## src/sv/crcae_pkg.sv

```systemverilog
// shared constants, types and table helper for the crc64 append engine
`default_nettype none
package crcae_pkg;

    // crc geometry
    localparam int CRC_WIDTH   = 64;
    localparam int BYTE_W      = 8;
    localparam int CRC_BYTES   = CRC_WIDTH / BYTE_W;
    localparam int IDX_W       = $clog2(CRC_BYTES);

    // polynomial after reset
    localparam logic [CRC_WIDTH-1:0] POLY_RESET = 64'h0000_0000_0000_001B;

    // queue between front and back
    localparam int Q_DEPTH = 2;
    localparam int Q_PTR_W = $clog2(Q_DEPTH);
    localparam int Q_CNT_W = $clog2(Q_DEPTH + 1);

    typedef logic [CRC_WIDTH-1:0] t_crc;

    // one table entry per index bit; the byte table is the xor of these
    typedef t_crc [BYTE_W-1:0] t_basis;

    // push side of the queue
    typedef struct packed {
        logic push;
        t_crc crc;
    } t_q_wr;

    // status of the queue
    typedef struct packed {
        logic empty;
        logic full;
    } t_q_stat;

    // table entry for a single set bit j of the index, for all j
    function automatic t_basis basis_from_poly(input t_crc poly);
        t_basis b;
        t_crc   v;
        logic   top;
        for (int j = 0; j < BYTE_W; j++) begin
            v = t_crc'(1) << (CRC_WIDTH - BYTE_W + j);
            for (int k = 0; k < BYTE_W; k++) begin
                top = v[CRC_WIDTH-1];
                v   = v << 1;
                if (top) begin
                    v = v ^ poly;
                end
            end
            b[j] = v;
        end
        return b;
    endfunction

endpackage
`default_nettype wire

```

## src/sv/crcae_front.sv

```systemverilog
// front part: polynomial table basis, byte-wise crc update, packet close
`default_nettype none
module crcae_front (
    input  wire logic                         i_clk,
    input  wire logic                         i_rst_n,
    input  wire logic                         i_cfg_we,
    input  wire logic [crcae_pkg::CRC_WIDTH-1:0] i_cfg_wdata,
    input  wire logic                         i_accept,
    input  wire logic [crcae_pkg::BYTE_W-1:0] i_data_byte,
    input  wire logic                         i_end_of_packet,
    output crcae_pkg::t_q_wr                  o_q_wr
);
    import crcae_pkg::*;

    t_basis r_basis;
    t_crc   r_crc;
    t_crc   n_crc;
    t_crc   w_entry;
    logic [BYTE_W-1:0] w_idx;

    // table basis follows the polynomial on every write
    always_ff @(posedge i_clk) begin
        if (!i_rst_n) begin
            r_basis <= basis_from_poly(POLY_RESET);
        end else if (i_cfg_we) begin
            r_basis <= basis_from_poly(i_cfg_wdata);
        end
    end

    // table lookup as xor of the basis entries picked by the index bits
    always_comb begin
        w_idx   = r_crc[CRC_WIDTH-1 -: BYTE_W] ^ i_data_byte;
        w_entry = '0;
        for (int j = 0; j < BYTE_W; j++) begin
            if (w_idx[j]) begin
                w_entry = w_entry ^ r_basis[j];
            end
        end
        n_crc = (r_crc << BYTE_W) ^ w_entry;
    end

    // running crc, cleared after the last byte of a packet
    always_ff @(posedge i_clk) begin
        if (!i_rst_n) begin
            r_crc <= '0;
        end else if (i_accept) begin
            r_crc <= i_end_of_packet ? '0 : n_crc;
        end
    end

    // finished crc goes to the queue
    assign o_q_wr.push = i_accept && i_end_of_packet;
    assign o_q_wr.crc  = n_crc;

endmodule
`default_nettype wire

```

## src/sv/crcae_queue.sv

```systemverilog
// short queue of finished crc values between front and back
`default_nettype none
module crcae_queue (
    input  wire logic     i_clk,
    input  wire logic     i_rst_n,
    input  wire crcae_pkg::t_q_wr i_q_wr,
    input  wire logic     i_pop,
    output crcae_pkg::t_q_stat o_stat,
    output crcae_pkg::t_crc    o_head
);
    import crcae_pkg::*;

    t_crc r_mem [Q_DEPTH];
    logic [Q_PTR_W-1:0] r_wr_ptr;
    logic [Q_PTR_W-1:0] r_rd_ptr;
    logic [Q_CNT_W-1:0] r_count;
    logic w_push;
    logic w_pop;

    assign o_stat.empty = (r_count == '0);
    assign o_stat.full  = (r_count == Q_CNT_W'(Q_DEPTH));
    assign w_push = i_q_wr.push && !o_stat.full;
    assign w_pop  = i_pop && !o_stat.empty;

    // storage
    always_ff @(posedge i_clk) begin
        if (w_push) begin
            r_mem[r_wr_ptr] <= i_q_wr.crc;
        end
    end

    assign o_head = r_mem[r_rd_ptr];

    // pointers and fill count
    always_ff @(posedge i_clk) begin
        if (!i_rst_n) begin
            r_wr_ptr <= '0;
            r_rd_ptr <= '0;
            r_count  <= '0;
        end else begin
            if (w_push) begin
                r_wr_ptr <= (r_wr_ptr == Q_PTR_W'(Q_DEPTH - 1)) ? '0 : r_wr_ptr + 1'b1;
            end
            if (w_pop) begin
                r_rd_ptr <= (r_rd_ptr == Q_PTR_W'(Q_DEPTH - 1)) ? '0 : r_rd_ptr + 1'b1;
            end
            case ({w_push, w_pop})
                2'b10:   r_count <= r_count + 1'b1;
                2'b01:   r_count <= r_count - 1'b1;
                default: r_count <= r_count;
            endcase
        end
    end

endmodule
`default_nettype wire

```

## src/sv/crcae_back.sv

```systemverilog
// back part: sends the eight bytes of each queued crc, most significant first
`default_nettype none
module crcae_back (
    input  wire logic                          i_clk,
    input  wire logic                          i_rst_n,
    input  wire logic                          i_q_empty,
    input  wire crcae_pkg::t_crc               i_head,
    input  wire logic                          i_pop,
    output logic                               o_q_pop,
    output logic [crcae_pkg::BYTE_W-1:0]       o_crc_byte,
    output logic [crcae_pkg::IDX_W-1:0]        o_crc_byte_index,
    output logic                               o_crc_last
);
    import crcae_pkg::*;

    logic [IDX_W-1:0] r_idx;
    logic             w_take;
    logic             w_last;

    assign w_take = i_pop && !i_q_empty;
    assign w_last = (r_idx == IDX_W'(CRC_BYTES - 1));

    // byte position within the current crc
    always_ff @(posedge i_clk) begin
        if (!i_rst_n) begin
            r_idx <= '0;
        end else if (w_take) begin
            r_idx <= w_last ? '0 : r_idx + 1'b1;
        end
    end

    // byte select, index 0 is the top byte
    assign o_crc_byte       = i_head[{~r_idx, 3'b000} +: BYTE_W];
    assign o_crc_byte_index = r_idx;
    assign o_crc_last       = w_last;
    assign o_q_pop          = w_take && w_last;

endmodule
`default_nettype wire

```

## src/sv/crc64_append_engine_core.sv

```systemverilog
// top level of the crc64 append engine
//
// channel   direction  handshake            payload
// input     in         push / full          i_data_byte, i_end_of_packet
// result    out        empty / pop          o_crc_byte, o_crc_byte_index, o_crc_last
// config    in         i_cfg_we             i_cfg_wdata (polynomial)
//
// one byte is taken per cycle while full is low; the crc update goes through the
// xor of eight table basis entries held in registers
// a last byte queues its crc (two entries); each crc leaves as eight results,
// one per cycle while pop is high
// full rises only when both queue entries wait, so the result side sets the
// sustained rate for short packets
// synchronous reset clears the crc, the queue and the byte position and
// restores the reset polynomial
`default_nettype none
module crc64_append_engine_core (
    input  wire logic                             i_clk,
    input  wire logic                             i_rst_n,
    input  wire logic                             i_cfg_we,
    input  wire logic [crcae_pkg::CRC_WIDTH-1:0]  i_cfg_wdata,
    input  wire logic                             push,
    output logic                                  full,
    input  wire logic [crcae_pkg::BYTE_W-1:0]     i_data_byte,
    input  wire logic                             i_end_of_packet,
    output logic                                  empty,
    input  wire logic                             pop,
    output logic [crcae_pkg::BYTE_W-1:0]          o_crc_byte,
    output logic [crcae_pkg::IDX_W-1:0]           o_crc_byte_index,
    output logic                                  o_crc_last
);
    import crcae_pkg::*;

    t_q_wr   w_q_wr;
    t_q_stat w_stat;
    t_crc    w_head;
    logic    w_q_pop;
    logic    w_accept;

    assign w_accept = push && !w_stat.full;
    assign full     = w_stat.full;
    assign empty    = w_stat.empty;

    // byte intake and crc update
    crcae_front u_front (
        .i_clk           (i_clk),
        .i_rst_n         (i_rst_n),
        .i_cfg_we        (i_cfg_we),
        .i_cfg_wdata     (i_cfg_wdata),
        .i_accept        (w_accept),
        .i_data_byte     (i_data_byte),
        .i_end_of_packet (i_end_of_packet),
        .o_q_wr          (w_q_wr)
    );

    // finished crc values
    crcae_queue u_queue (
        .i_clk   (i_clk),
        .i_rst_n (i_rst_n),
        .i_q_wr  (w_q_wr),
        .i_pop   (w_q_pop),
        .o_stat  (w_stat),
        .o_head  (w_head)
    );

    // byte serializer
    crcae_back u_back (
        .i_clk            (i_clk),
        .i_rst_n          (i_rst_n),
        .i_q_empty        (w_stat.empty),
        .i_head           (w_head),
        .i_pop            (pop),
        .o_q_pop          (w_q_pop),
        .o_crc_byte       (o_crc_byte),
        .o_crc_byte_index (o_crc_byte_index),
        .o_crc_last       (o_crc_last)
    );

endmodule
`default_nettype wire
```

## config.mk

```make
export PLATFORM = sky130hd
export DESIGN_NAME = crc64_append_engine_core
export DESIGN_NICKNAME = d
export VERILOG_FILES = /design/src/sv/crcae_pkg.sv /design/src/sv/crcae_front.sv /design/src/sv/crcae_queue.sv /design/src/sv/crcae_back.sv /design/src/sv/crc64_append_engine_core.sv
export SDC_FILE = /design/constraint.sdc
export NUM_CORES = 2
export LEC_CHECK = 0
export BUFFER_PORTS_ARGS = -buffer_cell sky130_fd_sc_hd__buf_2
export CORE_ASPECT_RATIO = 0.8
export CORE_MARGIN = 3
export CORE_UTILIZATION = 50
export DETAILED_ROUTE_END_ITERATION = 6
export PLACE_DENSITY = 0.67
export REMOVE_ABC_BUFFERS = 1
export SETUP_SLACK_MARGIN = 0.5
export SLEW_MARGIN = 20
export SYNTH_ARGS = -nofsm -noshare
export SYNTH_HDL_FRONTEND = slang
export SYNTH_SLANG_ARGS = --single-unit
```

## constraint.sdc

```tcl
create_clock -name i_clk -period 9.8 [get_ports i_clk]
set_clock_uncertainty 0.05 [all_clocks]
set_input_delay 0.98 -clock i_clk [delete_from_list [all_inputs] [get_ports i_clk]]
set_output_delay 0.98 -clock i_clk [all_outputs]
set_load 0.05 [all_outputs]
```

[After elaboration in Yosys (flattened, before gate mapping)]
Memories as Yosys holds them, arrays and structs flattened. A register that Yosys moved wholly into a read port is not among the register bits.
Cells that the tools add are included.
Word-level totals
  ROM bits: 0
  word-level logic and storage cells: 89
  output and inout port bits: 14
  bits in latches: 0
  bits in writable memories: 128
  memories: 1
  input bits: 78
  register bits: 583
Memory list
  u_queue.r_mem: depth 2, bits a word 64, rd ports 1, clocked after Yosys merged registers in 1, write ports 1, line crcae_queue.sv:13  | t_crc r_mem [Q_DEPTH];
Cells by class
  add/sub/neg operators: 5
  bitwise logic cells: 17
  shift operators: 1
  reductions and logical operators: 10
  magnitude comparators: 0
  muxes and demuxes: 38
  equality and inequality tests: 4
  divide/modulo/power cells: 0
  $mul: 0
Operators with widths (count)
  $mux 64: 30
  $xor 64x64->64: 15
  $shiftx 64x7->8: 1
  $xor 8x8->8: 1
  $logic_and 1x1->1: 6
  $mux 1: 6
  $eq 2x2->1 const B: 2
  $pmux 2 s2: 1
  $add 3x1->3 const B: 1
  $eq 3x3->1 const B: 1
  $mux 3: 1
  $not 3->3: 1
  $add 1x1->1 const B: 2
  $add 2x1->2 const B: 1
  $eq 2x1->1 const B: 1
  $logic_not 1->1: 2
  $logic_not 2->1: 1
  $reduce_bool 2->1: 1
  $sub 2x1->2 const B: 1

[Longest topological paths before layout]
  word-level depth: 28
  gate-level depth with buffers: 12
  mapped depth without buffers: 8

[By module]
A second synthesis with hierarchy kept.
Unflattened totals
  cell total of the unflattened synthesis: 4727
  area total of the unflattened synthesis: 43820.8 um^2
Modules (own cells, without submodules)
  crcae_front: area an instance 38266.7 um^2, sequential area each 11531.1 um^2, instances 1, cells each 4458
  crcae_queue: area an instance 4835.9 um^2, sequential area each 3943.8 um^2, instances 1, cells each 225
  crcae_back: area an instance 704.4 um^2, sequential area each 60.1 um^2, instances 1, cells each 43
  crc64_append_engine_core: area an instance 13.8 um^2, sequential area each 0.0 um^2, instances 1, cells each 1

[Worst setup path before layout]
No wires, ideal clock.
  path type: input port to flip-flop
  start: in push
  end: mem u_queue.r_mem[0][0] in the netlist's numbering (enable)
  data required time: 9.264 ns
  stages on the path: 4
  buffers on the path: 0
  library setup time: 0.486 ns
  setup slack: 5.368 ns
  arrival time: 3.895 ns
  path through: nand2b_1 -> inv_1 -> nand2_1 -> nor2_1
Between the ends
  longest elaborated chain between the ends: 5
Ends and longest elaborated chain
  start: declaration: line crc64_append_engine_core.sv:22  | input wire logic push,
  $logic_and 1x1->1: line crc64_append_engine_core.sv:40  | assign w_accept = push && !w_stat.full;
  $logic_and 1x1->1: line crcae_front.sv:52  | assign o_q_wr.push = i_accept && i_end_of_packet;
  $logic_and 1x1->1: line crcae_queue.sv:22  | assign w_push = i_q_wr.push && !o_stat.full;
  $mux 1: line crcae_queue.sv:27  | if (w_push) begin
  $mux 1 (not written as such): line crcae_queue.sv:28  | r_mem[r_wr_ptr] <= i_q_wr.crc;
  end: declaration: line crcae_queue.sv:13
No other way between the ends.

[Worst setup path in the final report]
  start: in i_cfg_wdata[63] in the netlist's numbering
  end: reg u_front.r_basis[490] in the netlist's numbering
Between the ends
  longest elaborated chain between the ends: 27
  elaborated cells between the ends (all ways): 28
  those cells by class: 21 x mux; 7 x bitwise
Ends and longest elaborated chain
  start: declaration: line crc64_append_engine_core.sv:21  | input wire logic [crcae_pkg::CRC_WIDTH-1:0] i_cfg_wdata,
  $mux 64: line crcae_front.sv:25  | end else if (i_cfg_we) begin
  $mux 64: line crcae_front.sv:23  | if (!i_rst_n) begin
  $mux 64: line crcae_pkg.sv:46  | if (top) begin
  $mux 64: line crcae_front.sv:25
  $mux 64: line crcae_front.sv:23
  $xor 64x64->64: line crcae_pkg.sv:47  | v = v ^ poly;
  $mux 64: line crcae_pkg.sv:46
  $mux 64: line crcae_front.sv:25
  (+11 left out)
  $mux 64: line crcae_front.sv:25
  $mux 64: line crcae_front.sv:23
  $xor 64x64->64: line crcae_pkg.sv:47
  $mux 64 *: line crcae_pkg.sv:46
  $mux 64 *: line crcae_front.sv:25
  $mux 64 *: line crcae_front.sv:23
  $xor 64x64->64: line crcae_pkg.sv:47
  $mux 64 *: line crcae_pkg.sv:46
  end signal: assignment: line crcae_front.sv:24  | r_basis <= basis_from_poly(POLY_RESET);
  end signal: assignment: line crcae_front.sv:26  | r_basis <= basis_from_poly(i_cfg_wdata);
  end: declaration: line crcae_front.sv:15  | t_basis r_basis;
Every way passes the cells marked *; elsewhere a longest branch is shown, timed or not. The select of a mux whose other input is x is not followed.
A chain may end at the register's enable or synchronous reset.

==> results.yml <==
place:
  dp_slack_ns: 4.68
  routabilityCongestion: 0.840
  io_buffers: 91
  place_hpwl_um: 79700
global_route:
  grt_use_met1_pct: 43.1
  use_met2_pct: 42.9
  grt_start_max_net_pins: 193
  grt_antenna_before_repair: 8
  grt-busiest-layer: "met1"
  grt_pass1_vias: 31800
  grt_pass1_wl_um: 201000
  grt_remaining_overflow: 0
  use_met3_pct: 6.69
  track_usage_pct: 29.2
timing:
  tightestPinTransition_ns: 1.24
  setup_viol: 0
  fmax_mhz: 219
  fin_ws_ns: 5.23
  period_share_pct: 46.6
  hold_violations: 0
  slew_violations: 0
  rsz0062_at_grt: "no"
  slew_headroom_pct: 16.9
  setup-tns-final_ns: 0
  post-route-min-period_ns: 4.57
clocking:
  insertion_delay_ns: 0.66
  cts_resized: 0
  root_buffer: "clkbuf_16"
  cts_num_sinks: 712
  postCtsSetupBuffers: 0
  cts_max_level: 3
  cts_buffers: 77
  cts-hold-fix-buffers: 0
  tritoncts: "done"
  clkTransAtPathRegs_ns: 0.06
  cts_buffer_depth: 3
setup_path:
  crit_path_start_kind: "input port"
  r2r_end: "u_queue.r_mem[0][9]$_DFFE_PP_"
  crit_path_start: "i_cfg_wdata[63]"
  required_ns: 10.30
  worstPathArrival_ns: 5.07
  critPathKind: "in2reg"
  cp_max_fo: 72
  crit_top_cell: "buf_4"
  crit_path_top_delay_cell: "buf_4"
  crit_buf_inv: 3
  r2r-start: "u_front.r_crc[60]$_SDFFE_PN0P_"
  rrSetupSlack_ns: 5.61
  critPathCaptureType: "flop"
  crit_chain: "buf_6 > buf_4 > nor2_2 > a21oi_1 > xnor2_4 > buf_4 > nand2_1 > xor2_1 > xnor2_1 > nor3b_1 > a311oi_1"
  cpPeakStageDelay_ns: 0.83
  crit_family: "buffers and inverters"
  ff2ff_path_depth: 8
routing:
  ant_nets: 0
  drtPass1Iterations: 6
  routed_wl_um: 132000
  drcViolationCount: 0
  vias_per_cell: 5.82
  drt_iter0_drc: 3968
  vias: 34100
  wl_per_cell_um: 22.5
cells_and_area:
  final_common_cell: "nand2_1"
  nets: 4772
  drive_above_1_share_pct: 8.64
  final_cell_mix: "927 x nand2_1, 587 x xnor2_1, 582 x dfxtp_1, 498 x nor2_1, 300 x xor2_1"
  syn_to_final_growth_pct: 8.50
logic_synthesis:
  ys_warn_count: 0
  avgSynthCellArea_sq_um: 8.70
  syn_inst: 4872
  synth.area.top_cells: "dfxtp_1 28%, xnor2_1 12%, edfxtp_1 9.1%"
  synth-edff-count: 128
  synth_ff_type: "dfxtp_1"
  ys_ff_latch: 712
  syn_area_sq_mm: 0.0424
  synthArstFlopShare_pct: 0
  yosysUniqueCellTypes: 76
  yosys.area.top_type_share_pct: 27.6
  yosysTopAreaCell: "dfxtp_1"
  yosysSeqAreaShare_pct: 36.7
run:
  maxCapViolCount: 0
floorplanning:
  top_level_ports: 92
  die_y_um: 266
  num_rows: 94
  coreArea_sq_mm: 0.0832
  die_w_um: 332
  dieArea_sq_mm: 0.0883
  initial_core_util_pct: 51.0
run_status:
  status: "completed"
power:
  p_switching_w: 0.00385
  p_sw_share_pct: 36.2
  clkPwrFrac_pct: 29.5
  leakage_nw: 17.6
  p_seq_share_pct: 35.3
  power_frac_comb_pct: 35.2
  power.internal_w: 0.00679
  vdd_drop_max_v: 0.000177
  p_per_area_mw_per_mm2: 231
hold_path:
  min_path_type: "reg2reg"
  worst_hold_path.endpoint: "u_front.r_basis[448]$_SDFFE_PN0P_"
  hold_depth: 2
  min_from: "u_front.r_basis[448]$_SDFFE_PN0P_"
layer usage:
layer | vias up | share of wire (%)
met5 | - | 0.019
met4 | 4 | 2.3
met3 | 203 | 10
met2 | 1625 | 42
met1 | 16400 | 45
li1 | 15900 | -
flip-flops by register name, indices dropped and copies added, names as in the netlist, named ones only:
signal                   count
u_back.o_crc_byte_index      3
u_queue.r_wr_ptr             1
u_queue.r_mem              128
u_front.r_crc               64
u_front.r_basis            512
u_queue.r_rd_ptr             1
u_queue.r_count              2
area by class of cell:
cell class | count | area [sq um]
diodes | 6 | 15.0
clock buffers | 109 | 2220
clock inverters | 34 | 467
fillers | 7472 | 37200
inverters | 40 | 163
multi-input cells | 3710 | 25300
flip-flops and latches | 712 | 15500
well taps | 1104 | 1380
repair buffers | 150 | 947
per-stage QoR:
step                      power (W)  util [%]  hold slack (ns)  area (sq um)  instances
final                        0.0106      55.3            0.414         46000       5865
after global routing         0.0111      55.3            0.426         46000       5862
after CTS                    0.0106      55.3            0.414         46000       5859
after detailed placement    0.00746      52.0            0.404         43300       5716
after global placement      0.00740      52.0            0.402         43300       5716
after floorplan             0.00618         -            0.390         40700       4462
worst min-delay path, stage by stage, from the launching register on:
cell     delay, ns
dfxtp_1       0.31
nand2_1       0.06
a21oi_1       0.05
Yosys cell counts, drive strengths merged, types with 4 or more instances:
cell type / instances
nand2: 928
xnor2: 635
dfxtp: 584
nor2: 502
xor2: 314
clkbuf: 291
mux2i: 221
o21ai: 200
a21oi: 175
a211oi: 130
edfxtp: 128
buf: 119
nand2b: 62
nor3: 61
a22o: 56
o22ai: 56
xnor3: 48
mux4: 40
inv: 38
o22a: 37
nand3: 36
a2bb2oi: 32
and2: 27
a21boi: 25
a22oi: 23
a221oi: 9
nor2b: 9
o2bb2ai: 8
o21a: 6
xor3: 6
and3: 5
mux2: 5
nor3b: 5
o211ai: 5
a21bo: 4
a221o: 4
kinds of logic (layout without fill, tap and decap cells):
family	after synthesis	in the layout	synth area share, %
simple gates	1649	1649	15.7
xor+xnor	1003	1003	23.5
compound gates	789	789	12.3
flops	712	712	36.7
buf+inv	450	333	4.35
mux	266	266	7.50
fa+ha+maj	3	3	0.0886
other cells	0	6	0
power by group through the flow:
stage / combinational [W] / sequential, W / clock (W)
after floorplan: 0.00245 / 0.00373 / 0
after global placement: 0.00361 / 0.00379 / 0
after detailed placement: 0.00366 / 0.00380 / 0
after CTS: 0.00368 / 0.00374 / 0.00317
after global routing: 0.00398 / 0.00379 / 0.00329
final: 0.00374 / 0.00375 / 0.00314
how the worst max path moves through the flow:
stage                                        end  slack (ns)  cells past startpoint
2_1_floorplan     u_front.r_crc[10]$_SDFFE_PN0P_        2.52                      3
3_3_place_gp   u_front.r_basis[452]$_SDFFE_PN0P_        4.80                     11
3_5_place_dp   u_front.r_basis[490]$_SDFFE_PN0P_        4.68                     11
4_1_cts        u_front.r_basis[490]$_SDFFE_PN0P_        5.34                     11
5_1_grt        u_front.r_basis[490]$_SDFFE_PN0P_        5.08                     10
6_report       u_front.r_basis[490]$_SDFFE_PN0P_        5.23                     11
Note: power is estimated with default switching activity, not from simulation.
